## src/rtl/arb_pkg.sv

```systemverilog
// Shared types and constants for the aged retransmit buffer.
// No dependencies.
package arb_pkg;
  localparam int unsigned IdWidth   = 32;
  localparam int unsigned TimeWidth = 32;
  localparam int unsigned AgeWidth  = 16;
  localparam logic [AgeWidth-1:0] AgeLimitReset = 16'd120;

  typedef enum logic {
    KIND_ADD  = 1'b0,
    KIND_FIND = 1'b1
  } kind_e;

  typedef struct packed {
    kind_e                kind;
    logic [TimeWidth-1:0] now_time;
    logic [IdWidth-1:0]   piece_id;
    logic [IdWidth-1:0]   subpiece_id;
  } cmd_hdr_t;
endpackage

```

## src/rtl/arb_front.sv

```systemverilog
// Front end: accepts command beats into a two-entry queue.
// Depends on arb_pkg.
module arb_front import arb_pkg::*; #(
  parameter int unsigned PayloadWidth = 64
) (
  input  logic                    clk_i,
  input  logic                    rst_ni,
  input  logic                    valid_i,
  output logic                    ready_o,
  input  cmd_hdr_t                hdr_i,
  input  logic [PayloadWidth-1:0] data_i,
  output logic                    cmd_valid_o,
  input  logic                    cmd_ready_i,
  output cmd_hdr_t                hdr_o,
  output logic [PayloadWidth-1:0] data_o
);
  cmd_hdr_t                hdr_q [2];
  logic [PayloadWidth-1:0] data_q [2];
  logic                    wr_q, rd_q;
  logic [1:0]              cnt_q;
  logic                    push, pop;

  assign ready_o     = (cnt_q != 2'd2);
  assign cmd_valid_o = (cnt_q != 2'd0);
  assign push        = valid_i && ready_o;
  assign pop         = cmd_valid_o && cmd_ready_i;
  assign hdr_o       = hdr_q[rd_q];
  assign data_o      = data_q[rd_q];

  always_ff @(posedge clk_i or negedge rst_ni) begin
    if (!rst_ni) begin
      wr_q  <= 1'b0;
      rd_q  <= 1'b0;
      cnt_q <= 2'd0;
    end else begin
      if (push) wr_q <= ~wr_q;
      if (pop)  rd_q <= ~rd_q;
      if (push && !pop)      cnt_q <= cnt_q + 2'd1;
      else if (pop && !push) cnt_q <= cnt_q - 2'd1;
    end
  end

  always_ff @(posedge clk_i) begin
    if (push) begin
      hdr_q[wr_q]  <= hdr_i;
      data_q[wr_q] <= data_i;
    end
  end
endmodule

```

## config.mk

```make
export PLATFORM = sky130hd
export DESIGN_NAME = arb_front
export DESIGN_NICKNAME = d
export VERILOG_FILES = /design/src/rtl/arb_pkg.sv /design/src/rtl/arb_front.sv
export SDC_FILE = /design/constraint.sdc
export NUM_CORES = 1
export LEC_CHECK = 0
export CORE_UTILIZATION = 35
export CTS_CLUSTER_DIAMETER = 50
export DETAILED_ROUTE_END_ITERATION = 6
export DONT_BUFFER_PORTS = 1
export SETUP_SLACK_MARGIN = 0.05
export SLEW_MARGIN = 10
export SYNTH_ARGS = -nofsm -noshare
export SYNTH_HDL_FRONTEND = slang
export SYNTH_SLANG_ARGS = --single-unit
```

## constraint.sdc

```tcl
create_clock -name clk_i -period 7.8 [get_ports clk_i]
set_input_delay 1.56 -clock clk_i [delete_from_list [all_inputs] [get_ports clk_i]]
set_output_delay 1.56 -clock clk_i [all_outputs]
set_load 0.005 [all_outputs]
```

== Word level (Yosys, flattened, before mapping) ==
Memory sizes are Yosys's and may differ from the RTL's.
Cells that the tools add are included.

* RAM bits: 322
* Register bits: 4
* Output and inout port bits: 163
* Memories: 2
* Logic and storage cells: 22

{| class="wikitable"
|+ Memories
! memory !! words !! bits a word !! read ports !! clocked after memory_dff !! write ports !! RTL line !! source
|-
| hdr_q || 2 || 97 || 1 || 0 || 1 || arb_front.sv:17 || <nowiki>cmd_hdr_t hdr_q [2];</nowiki>
|-
| data_q || 2 || 64 || 1 || 0 || 1 || arb_front.sv:18 || <nowiki>logic [PayloadWidth-1:0] data_q [2];</nowiki>
|}

* Add/sub/neg operators: 2
* Multiplexer cells: 4
* Reductions and logical operators: 8
* Bitwise logic cells: 2
* Eq/ne operators: 1

{| class="wikitable"
|+ Operators by type and width
! cell !! number
|-
| 1-bit logical AND || 4
|-
| 2-bit two-way mux || 2
|-
| 2-bit nonzero test || 2
|-
| 2-bit by 1-bit adder with 2-bit output (second input constant) || 1
|-
| 1-bit logical NOT || 2
|-
| 1-bit two-way mux || 2
|-
| 2-bit != test (second input constant) || 1
|-
| 1-bit NOT || 2
|-
| 2-bit by 1-bit subtractor with 2-bit output (second input constant) || 1
|}

== Longest topological paths before layout ==
Gate-level depths: netlist of run 1.

* Word-level depth: 6
* Depth in mapped cells: 7
* Gate-level depth less buffers: 7

== Worst setup path before layout of run 1 ==
OpenSTA, ideal clock, no wires.

* Path kind: input to register
* From: input port valid_i
* To: memory data_q[0][0], enable pin
* Slack: -1.214 ns
* Cell stages on the path: 2
* Data arrival time: 8.330 ns
* Path buffers: 0
* Library setup time: 0.684 ns
* Path through: nand2_1 nor2_1

* Cells in the longest elaborated chain, start to end: 3

{| class="wikitable"
|+ Ends and longest elaborated chain
! what !! RTL line !! source
|-
| start, declared || arb_front.sv:8 || <nowiki>input logic valid_i,</nowiki>
|-
| 1-bit logical AND || arb_front.sv:25 || <nowiki>assign push = valid_i && ready_o;</nowiki>
|-
| 1-bit two-way mux || arb_front.sv:44 || <nowiki>if (push) begin</nowiki>
|-
| 1-bit two-way mux (not written as such) || arb_front.sv:46 || <nowiki>data_q[wr_q] <= data_i;</nowiki>
|-
| end, declared || arb_front.sv:18 ||
|}

No other way between the ends.

==> flow_metrics.env, run 1 <==
export IMPL_status="finished, final reports clean"
export IMPL_grt_pass1_wl_um=31900
export IMPL_insertion_delay_ps=500
export IMPL_nets=712
export IMPL_finalCritPeriodShare=0.571
export IMPL_drt_iter0_markers=226
export IMPL_rsz0062_at_grt="false"
export IMPL_post_cts_resized=0
export IMPL_dp_cells=955
export IMPL_numCtsBuffers=37
export IMPL_met3_length_um=2990
export IMPL_yosysWarnings=0
export IMPL_grt_pass1_vias=5121
export IMPL_die_w_um=188
export IMPL_yosys_register_bits=326
export IMPL_drive_gt1_frac=0.391
export IMPL_hold_ws_ps=494
export IMPL_grtUsageTotal=0.120
export IMPL_cap_violations=0
export IMPL_p_per_area_nw_per_um2=395
export IMPL_arrival_ps=2890
export IMPL_max_stage_delay_ps=940
export IMPL_cp_end_kind="output port"
export IMPL_fp_coreArea_um2=33800
export IMPL_cts_tree="yes"
export IMPL_setup_viol=0
export IMPL_ctsHtreeMaxLevel=2
export IMPL_worst_r2r_path_depth=4
export IMPL_netlist_top_cells_area="edfxtp_1 (80%), mux2_4 (9.9%), mux2_2 (7.5%), buf_6 (0.93%), dfrtp_1 (0.83%)"
export IMPL_die_h_um=188
export IMPL_grt_max_degree=78
export IMPL_finalNonFillerCells=1018
export IMPL_dp_hpwl_um=14700
export IMPL_rr_startpoint="cnt_q[0]$_DFFE_PN0P_"
export IMPL_clockBufferDepth=3
export IMPL_tns_ps=0
export IMPL_root_buffer="clkbuf_16"
export IMPL_clkTransAtPathRegs_ps=50
export IMPL_portBuffers=0
export IMPL_initial_core_util=0.359
export IMPL_netlist_top_cells_count="edfxtp_1 (322), mux2_2 (81), mux2_4 (80), buf_6 (10), buf_2 (8)"
export IMPL_synth_edff_count=322
export IMPL_setup_ws_ps=3350
export IMPL_reg2reg_to="hdr_q[0][64]$_DFFE_PP_"
export IMPL_path_cells="buf_4, mux2_2"
export IMPL_power_total_mw=5.46
export IMPL_period_needed_ps=4450
export IMPL_wirelength_um=22000
export IMPL_crit_required_ps=6240
export IMPL_drc=0
export IMPL_topRoutingLayerUsed="met4"
export IMPL_ir_drop_v=0.000274
export IMPL_cts_sinks=326
export IMPL_slowest_stage="dfrtp_4"
export IMPL_ys_seq_area_frac=0.805
export IMPL_worst_slew_pin_slew_ps=1080
export IMPL_netlist_area_um2=12100
export IMPL_cts_setup_buffers=0
export IMPL_drtAntennaViolNets=0
export IMPL_maxSlewViolCount=0
export IMPL_drt_pass1_iterations=4
export IMPL_crit_fanout=60
export IMPL_syn_nets=685
export IMPL_crit_start="rd_q$_DFFE_PN0P_"
export IMPL_area_growth_pct=14.0
export IMPL_n_fill_cell=2902
export IMPL_diodes=0
export IMPL_dieArea_um2=35400
export IMPL_drt_met1_wl_um=7590
export IMPL_post_drt_wl_per_cell_um=21.6
export IMPL_synth_cell_types=15
export IMPL_cts_hold_buf=0
export IMPL_num_rows=67
export IMPL_finalHoldViolCount=0
export IMPL_crit_path_end="hdr_o[55]"
export IMPL_postSynthCellCount=519
export IMPL_synthArstFlopShare=0.0123
export IMPL_wl_met2_um=10700
export IMPL_synthFlopType="edfxtp_1"
export IMPL_yosysMostFrequentCell="edfxtp_1"
export IMPL_io_pins=328
export IMPL_avgSynthCellArea_um2=23.4
export IMPL_grt_overflow=0
export IMPL_globalplace_congestion=0.770
export IMPL_pre_cts_slack_ps=3830
export IMPL_fmax_ghz=0.225
export IMPL_yosysTopAreaCellShare=0.797
export IMPL_worst_clock_skew_ps=14.4
export IMPL_reg2reg_slack_ps=5070
export IMPL_antenna_found_initial=0
export IMPL_num_vias=4783
export IMPL_slew_headroom=0.282
export IMPL_drt_vias_per_instance=4.70
export IMPL_p_leak_nw=4.68
export IMPL_criticalPathCategory="reg -> out"
export IMPL_startpoint_type="flop"
export IMPL_yosysTopAreaCell="edfxtp_1"
export IMPL_hold_class="reg -> reg"
[routing by layer]
layer	track usage	vias to the layer above
met4	0.0491	0
met2	0.200	249
met3	0.0676	52
li1	-	2120
met1	0.123	2362
met5	0	-
[worst max-delay path, delay by kind of cell, from the launching register on]
| kind | cells | cell delay [ps] |
|---|---|---|
| flops | 1 | 940 |
| mux | 1 | 440 |
| buf+inv | 1 | 880 |
[cell usage in the layout (no fill, tap or decap)]
cell        count
dfrtp_4         1
clkbuf_16      37
buf_4           6
inv_6           2
xor2_1          2
clkinv_4        1
clkinvlp_4      1
ha_1            1
nand2b_1        1
edfxtp_1      322
clkbuf_8        2
clkinv_8        2
dfrtp_1         3
mux2_4         80
nor2_4          1
clkinv_2        1
xnor2_1         3
and3_4          1
nand2_1         2
inv_1           1
or2_2           1
inv_8           1
clkbuf_1        7
clkinv_1        4
nor2_1          1
bufinv_16       5
mux2_2         81
[state kept, by name (all words and copies together) (netlist names)]
signal and flops:
data_q 128, rd_q 1, wr_q 1, cnt_q 2
hdr_q 194
[cell type report]
type | count | area [µm²] | area share
Sequential cell | 326 | 9770 | 0.707
Multi-Input combinational cell | 174 | 2220 | 0.160
Clock buffer | 46 | 980 | 0.0709
Tap cell | 448 | 561 | 0.0405
Clock inverter | 17 | 248 | 0.0179
Timing Repair Buffer | 6 | 45.0 | 0.00326
Inverter | 1 | 3.75 | 0.000271
[cell families after synthesis]
family,Yosys count,share of synthesized area
xor+xnor,5,0.00361
flops,326,0.805
simple gates,7,0.00279
mux,161,0.174
buf+inv,19,0.0129
fa+ha+maj,1,0.00103
[power by group]
part	switching, mW	internal (mW)	leakage [nW]
Combinational	0.618	0.561	1.05
Sequential	0.156	2.40	3.04
Clock	0.653	1.06	0.593
[worst min-delay path by stage]
| stage | to | cells after the start | slack, ps | from |
|---|---|---|---|---|
| 2_1_floorplan | cnt_q[1]$_DFFE_PN0P_ | 1 | 460 | cnt_q[1]$_DFFE_PN0P_ |
| 3_3_place_gp | cnt_q[1]$_DFFE_PN0P_ | 1 | 480 | cnt_q[1]$_DFFE_PN0P_ |
| 3_5_place_dp | cnt_q[1]$_DFFE_PN0P_ | 1 | 490 | cnt_q[1]$_DFFE_PN0P_ |
| 4_1_cts | cnt_q[1]$_DFFE_PN0P_ | 1 | 500 | cnt_q[1]$_DFFE_PN0P_ |
| 5_1_grt | cnt_q[1]$_DFFE_PN0P_ | 1 | 530 | cnt_q[1]$_DFFE_PN0P_ |
| 6_report | cnt_q[1]$_DFFE_PN0P_ | 1 | 490 | cnt_q[1]$_DFFE_PN0P_ |
[through the flow]
| stage | area [µm²] | utilization |
|---|---|---|
| 6_report | 13800 | 0.409 |
| 5_1_grt | 13800 | 0.409 |
| 4_1_cts | 13800 | 0.409 |
| 3_5_place_dp | 12600 | 0.373 |
| 3_3_place_gp | 12600 | 0.373 |
| 2_1_floorplan | 12100 | - |
(Power assumes the default switching activity.)
==> inputs of run 2 (changes only) <==
Clock period 7.8 ns to 4.5 ns, I/O delays scaled along.
==> flow_metrics.env, run 2 (synthesized netlist as in run 1, its figures left out) <==
export IMPL_status="finished, final reports clean"
export IMPL_startpoint_type="flop"
export IMPL_worst_slew_pin_slew_ps=977
export IMPL_initial_core_util=0.359
export IMPL_fmax_ghz=0.326
export IMPL_grt_max_degree=94
export IMPL_finalHoldViolCount=0
export IMPL_worst_clock_skew_ps=14.9
export IMPL_reg_top3="hdr_q (194), data_q (128), cnt_q (2)"
export IMPL_dieArea_um2=35400
export IMPL_place_area_um2=12600
export IMPL_finalCritPeriodShare=0.682
export IMPL_post_cts_resized=0
export IMPL_ctsHtreeMaxLevel=2
export IMPL_cts_tree="yes"
export IMPL_post_drt_wl_per_cell_um=21.5
export IMPL_ir_drop_v=0.000342
export IMPL_cts_sinks=326
export IMPL_final_common_cell="edfxtp_1"
export IMPL_insertion_delay_ps=520
export IMPL_drtAntennaViolNets=0
export IMPL_crit_start="rd_q$_DFFE_PN0P_"
export IMPL_top_register="hdr_q"
export IMPL_n_fill_cell=2905
export IMPL_crit_path_end="hdr_o[24]"
export IMPL_reg2reg_slack_ps=2250
export IMPL_p_leak_nw=4.68
export IMPL_wirelength_um=22000
export IMPL_numCtsBuffers=38
export IMPL_nets=715
export IMPL_grt_overflow=0
export IMPL_maxSlewViolCount=0
export IMPL_dp_hpwl_um=14700
export IMPL_clkTransAtPathRegs_ps=50
export IMPL_area_growth_pct=14.1
export IMPL_num_rows=67
export IMPL_grt_pass1_vias=5346
export IMPL_root_buffer="clkbuf_16"
export IMPL_portBuffers=0
export IMPL_drt_vias_per_instance=4.72
export IMPL_clockBufferDepth=3
export IMPL_drc=0
export IMPL_cts_setup_buffers=0
export IMPL_drt_iter0_markers=212
export IMPL_die_w_um=188
export IMPL_slew_headroom=0.349
export IMPL_worst_r2r_path_depth=3
export IMPL_layout_common_cells="edfxtp_1 (322), mux2_2 (81), mux2_4 (80)"
export IMPL_cp_end_kind="output port"
export IMPL_multi_input_area_um2=2220
export IMPL_rr_startpoint="cnt_q[0]$_DFFE_PN0P_"
export IMPL_crit_required_ps=3600
export IMPL_largest_reg_flops=194
export IMPL_antenna_found_initial=0
export IMPL_fp_coreArea_um2=33800
export IMPL_grt_pass1_wl_um=31700
export IMPL_rsz0062_at_grt="false"
export IMPL_num_vias=4825
export IMPL_final_area_um2=13800
export IMPL_tns_ps=0
export IMPL_drive_gt1_frac=0.399
export IMPL_grtUsageTotal=0.120
export IMPL_arrival_ps=2170
export IMPL_setup_viol=0
export IMPL_diodes=0
export IMPL_io_pins=328
export IMPL_crit_fanout=69
export IMPL_period_needed_ps=3070
export IMPL_p_per_area_nw_per_um2=678
export IMPL_globalplace_congestion=0.758
export IMPL_cts_hold_buf=0
export IMPL_hold_class="in -> async"
export IMPL_criticalPathCategory="reg -> out"
export IMPL_reg2reg_to="hdr_q[1][4]$_DFFE_PP_"
export IMPL_die_h_um=188
export IMPL_seqCellArea_um2=9770
export IMPL_cap_violations=0
export IMPL_drt_pass1_iterations=4
run 2: where the power goes:
part,switching [mW],internal [mW],total [mW]
registers,0.171,4.16,4.33
clock network,1.15,1.71,2.87
logic,1.18,0.994,2.18
run 2: worst min path at each step:
stage,endpoint,slack (ps),cells past startpoint
CTS,cnt_q[1]$_DFFE_PN0P_,50,0
global placement,cnt_q[1]$_DFFE_PN0P_,470,1
global route,cnt_q[1]$_DFFE_PN0P_,60,0
detailed placement,cnt_q[1]$_DFFE_PN0P_,500,1
finish,cnt_q[1]$_DFFE_PN0P_,90,0
floorplan,cnt_q[1]$_DFFE_PN0P_,460,1
run 2: layer usage:
layer / up-vias / GRT usage / part of all wire
li1: 2120 / - / -
met1: 2371 / 0.127 / 0.35
met2: 280 / 0.196 / 0.48
met3: 54 / 0.0631 / 0.13
met4: 0 / 0.0597 / 0.038
met5: - / 0 / 0
run 2: area by class of cell:
type / count / share of cell area
clock buffer: 42 / 0.0714
clock inverter: 23 / 0.0150
inverter: 1 / 0.000271
multi-input combinational: 174 / 0.160
sequential: 326 / 0.706
tap: 448 / 0.0405
timing repair buffer: 8 / 0.00615
run 2: stage by stage:
step                hold slack, ps  instances  setup WS (ps)  utilization  power, mW
finish                        89.4       1022           1430        0.409       9.37
global route                  55.4       1022           1330        0.409       9.78
CTS                           54.8       1022           1400        0.409       9.54
detailed placement             499        957           1960        0.374       6.63
global placement               474        957           2020        0.374       6.55
floorplan                      456        519            671            -       6.20
run 2: worst max-delay path, cell delays in order, from the launching register on:
cell     delay (ps)
dfrtp_4         420
buf_4           710
mux2_2          440
==> inputs of run 3 (changes only) <==
Clock period 4.5 ns to 3 ns, I/O delays scaled along.
==> flow_metrics.env, run 3 (synthesized netlist as in run 1, its figures left out) <==
export IMPL_grt_pass1_vias=5283
export IMPL_grt_pass1_wl_um=32100
export IMPL_arrival_ps=2110
export IMPL_final_common_cell="edfxtp_1"
export IMPL_drtAntennaViolNets=0
export IMPL_slowest_stage="dfrtp_4"
export IMPL_fp_coreArea_um2=33800
export IMPL_status="finished, final reports clean"
export IMPL_cp_end_kind="output port"
export IMPL_crit_required_ps=2400
export IMPL_slew_headroom=0.472
export IMPL_crit_start="rd_q$_DFFE_PN0P_"
export IMPL_p_int_mw=10.2
export IMPL_crit_fanout=61
export IMPL_portBuffers=0
export IMPL_drive_gt1_frac=0.405
export IMPL_ctsHtreeMaxLevel=2
export IMPL_p_leak_nw=4.72
export IMPL_fmax_ghz=0.369
export IMPL_post_drt_wl_per_cell_um=21.6
export IMPL_p_sw_mw=3.75
export IMPL_reg_top3="hdr_q (194), data_q (128), cnt_q (2)"
export IMPL_dieArea_um2=35400
export IMPL_final_area_um2=13900
export IMPL_critPathTopFamily="flip-flops"
export IMPL_cts_tree="yes"
export IMPL_startpoint_type="flop"
export IMPL_nets=721
export IMPL_drt_vias_per_instance=4.73
export IMPL_crit_cells=2
export IMPL_clockBufferDepth=3
export IMPL_setup_viol=0
export IMPL_dp_cells=963
export IMPL_drt_iter0_markers=224
export IMPL_worst_slew_pin_slew_ps=791
export IMPL_finalHoldViolCount=0
export IMPL_finalCritPeriodShare=0.903
export IMPL_ir_drop_v=0.000573
export IMPL_finalNonFillerCells=1028
export IMPL_reg2reg_slack_ps=990
export IMPL_drt_pass1_iterations=4
export IMPL_die_h_um=188
export IMPL_globalplace_congestion=0.726
export IMPL_numCtsBuffers=37
export IMPL_pwr_share_comb=0.243
export IMPL_period_needed_ps=2710
export IMPL_criticalPathCategory="reg -> out"
export IMPL_layout_common_cells="edfxtp_1 (322), mux2_2 (81), mux2_4 (80)"
export IMPL_max_stage_delay_ps=690
export IMPL_grt_overflow=0
export IMPL_antenna_found_initial=0
export IMPL_top_register="hdr_q"
export IMPL_p_per_area_nw_per_um2=1000
export IMPL_clkTransAtPathRegs_ps=60
export IMPL_root_buffer="clkbuf_16"
export IMPL_p_clk_frac=0.288
export IMPL_diodes=0
export IMPL_worst_clock_skew_ps=9.90
export IMPL_rr_startpoint="cnt_q[0]$_DFFE_PN0P_"
export IMPL_p_seq_frac=0.469
export IMPL_insertion_delay_ps=500
export IMPL_die_w_um=188
export IMPL_area_growth_pct=14.8
export IMPL_rsz0062_at_grt="false"
export IMPL_critPathBufInv=1
export IMPL_crit_path_end="data_o[56]"
export IMPL_dp_hpwl_um=15000
export IMPL_worst_r2r_path_depth=3
export IMPL_drc=0
export IMPL_grtUsageTotal=0.120
export IMPL_cap_violations=0
export IMPL_hold_class="in -> reg"
export IMPL_grt_max_degree=77
export IMPL_post_cts_resized=0
export IMPL_wirelength_um=22200
export IMPL_tns_ps=0
export IMPL_place_area_um2=12800
export IMPL_reg2reg_to="data_q[1][32]$_DFFE_PP_"
export IMPL_num_vias=4866
export IMPL_num_rows=67
export IMPL_switching_share=0.269
export IMPL_cts_setup_buffers=0
export IMPL_io_pins=328
export IMPL_largest_reg_flops=194
export IMPL_maxSlewViolCount=0
export IMPL_cts_sinks=326
export IMPL_initial_core_util=0.359
export IMPL_path_cells="buf_12, mux2_2"
run 3: cell count changes in the layout (fill, tap and decap cells not counted), sizes merged:
cell and delta:
buf +6, clkinv +3, inv -4, bufinv -1, clkinvlp -1, clkbuf +2
dlygate4sd3 +1
run 3: routing by layer:
metal  up-vias  track usage  share of wire
met5         -            0              0
met4         0       0.0444          0.029
met3        48       0.0582           0.12
met2       230        0.213           0.51
met1      2462        0.120           0.34
li1       2126            -              -
run 3: how the worst min path moves through the flow:
stage	from	endpoint	slack, ps	cells after the start
floorplan	rst_ni	cnt_q[0]$_DFFE_PN0P_	300	0
global placement	rst_ni	wr_q$_DFFE_PN0P_	300	0
detailed placement	rst_ni	wr_q$_DFFE_PN0P_	300	0
CTS	hdr_i[36]	hdr_q[1][36]$_DFFE_PP_	160	0
global route	data_i[43]	data_q[1][43]$_DFFE_PP_	160	0
finish	data_i[54]	data_q[0][54]$_DFFE_PP_	190	0
run 3: power by group through the flow:
stage	combinational, mW	sequential (mW)	clock (mW)
after global placement	3.39	6.60	0
after global routing	3.60	6.63	4.32
after floorplan	2.76	6.56	0
after detailed placement	3.47	6.65	0
after CTS	3.49	6.56	4.17
final	3.39	6.55	4.03
run 3: per-stage QoR:
step / hold WS, ps / setup slack (ps) / util / total power, mW
6_report: 193 / 292 / 0.412 / 14.0
5_1_grt: 162 / 202 / 0.412 / 14.6
4_1_cts: 161 / 266 / 0.412 / 14.2
3_3_place_gp: 305 / 849 / 0.379 / 9.99
3_5_place_dp: 305 / 814 / 0.379 / 10.1
2_1_floorplan: 304 / -443 / - / 9.32
run 3: repair_timing:
action / in CTS / in global routing
hold endpoints to repair: 4 / 0
endpoints found under the setup margin: 0 / 0
hold buffers: 1 / 0
run 3: area by class of cell:
| cell class | count | area, µm² |
|---|---|---|
| sequential | 326 | 9770 |
| inverter | 1 | 3.75 |
| clock inverter | 20 | 151 |
| multi-input combinational | 174 | 2240 |
| fill | 2919 | 19900 |
| timing repair buffer | 15 | 240 |
| tap | 448 | 561 |
| clock buffer | 44 | 952 |
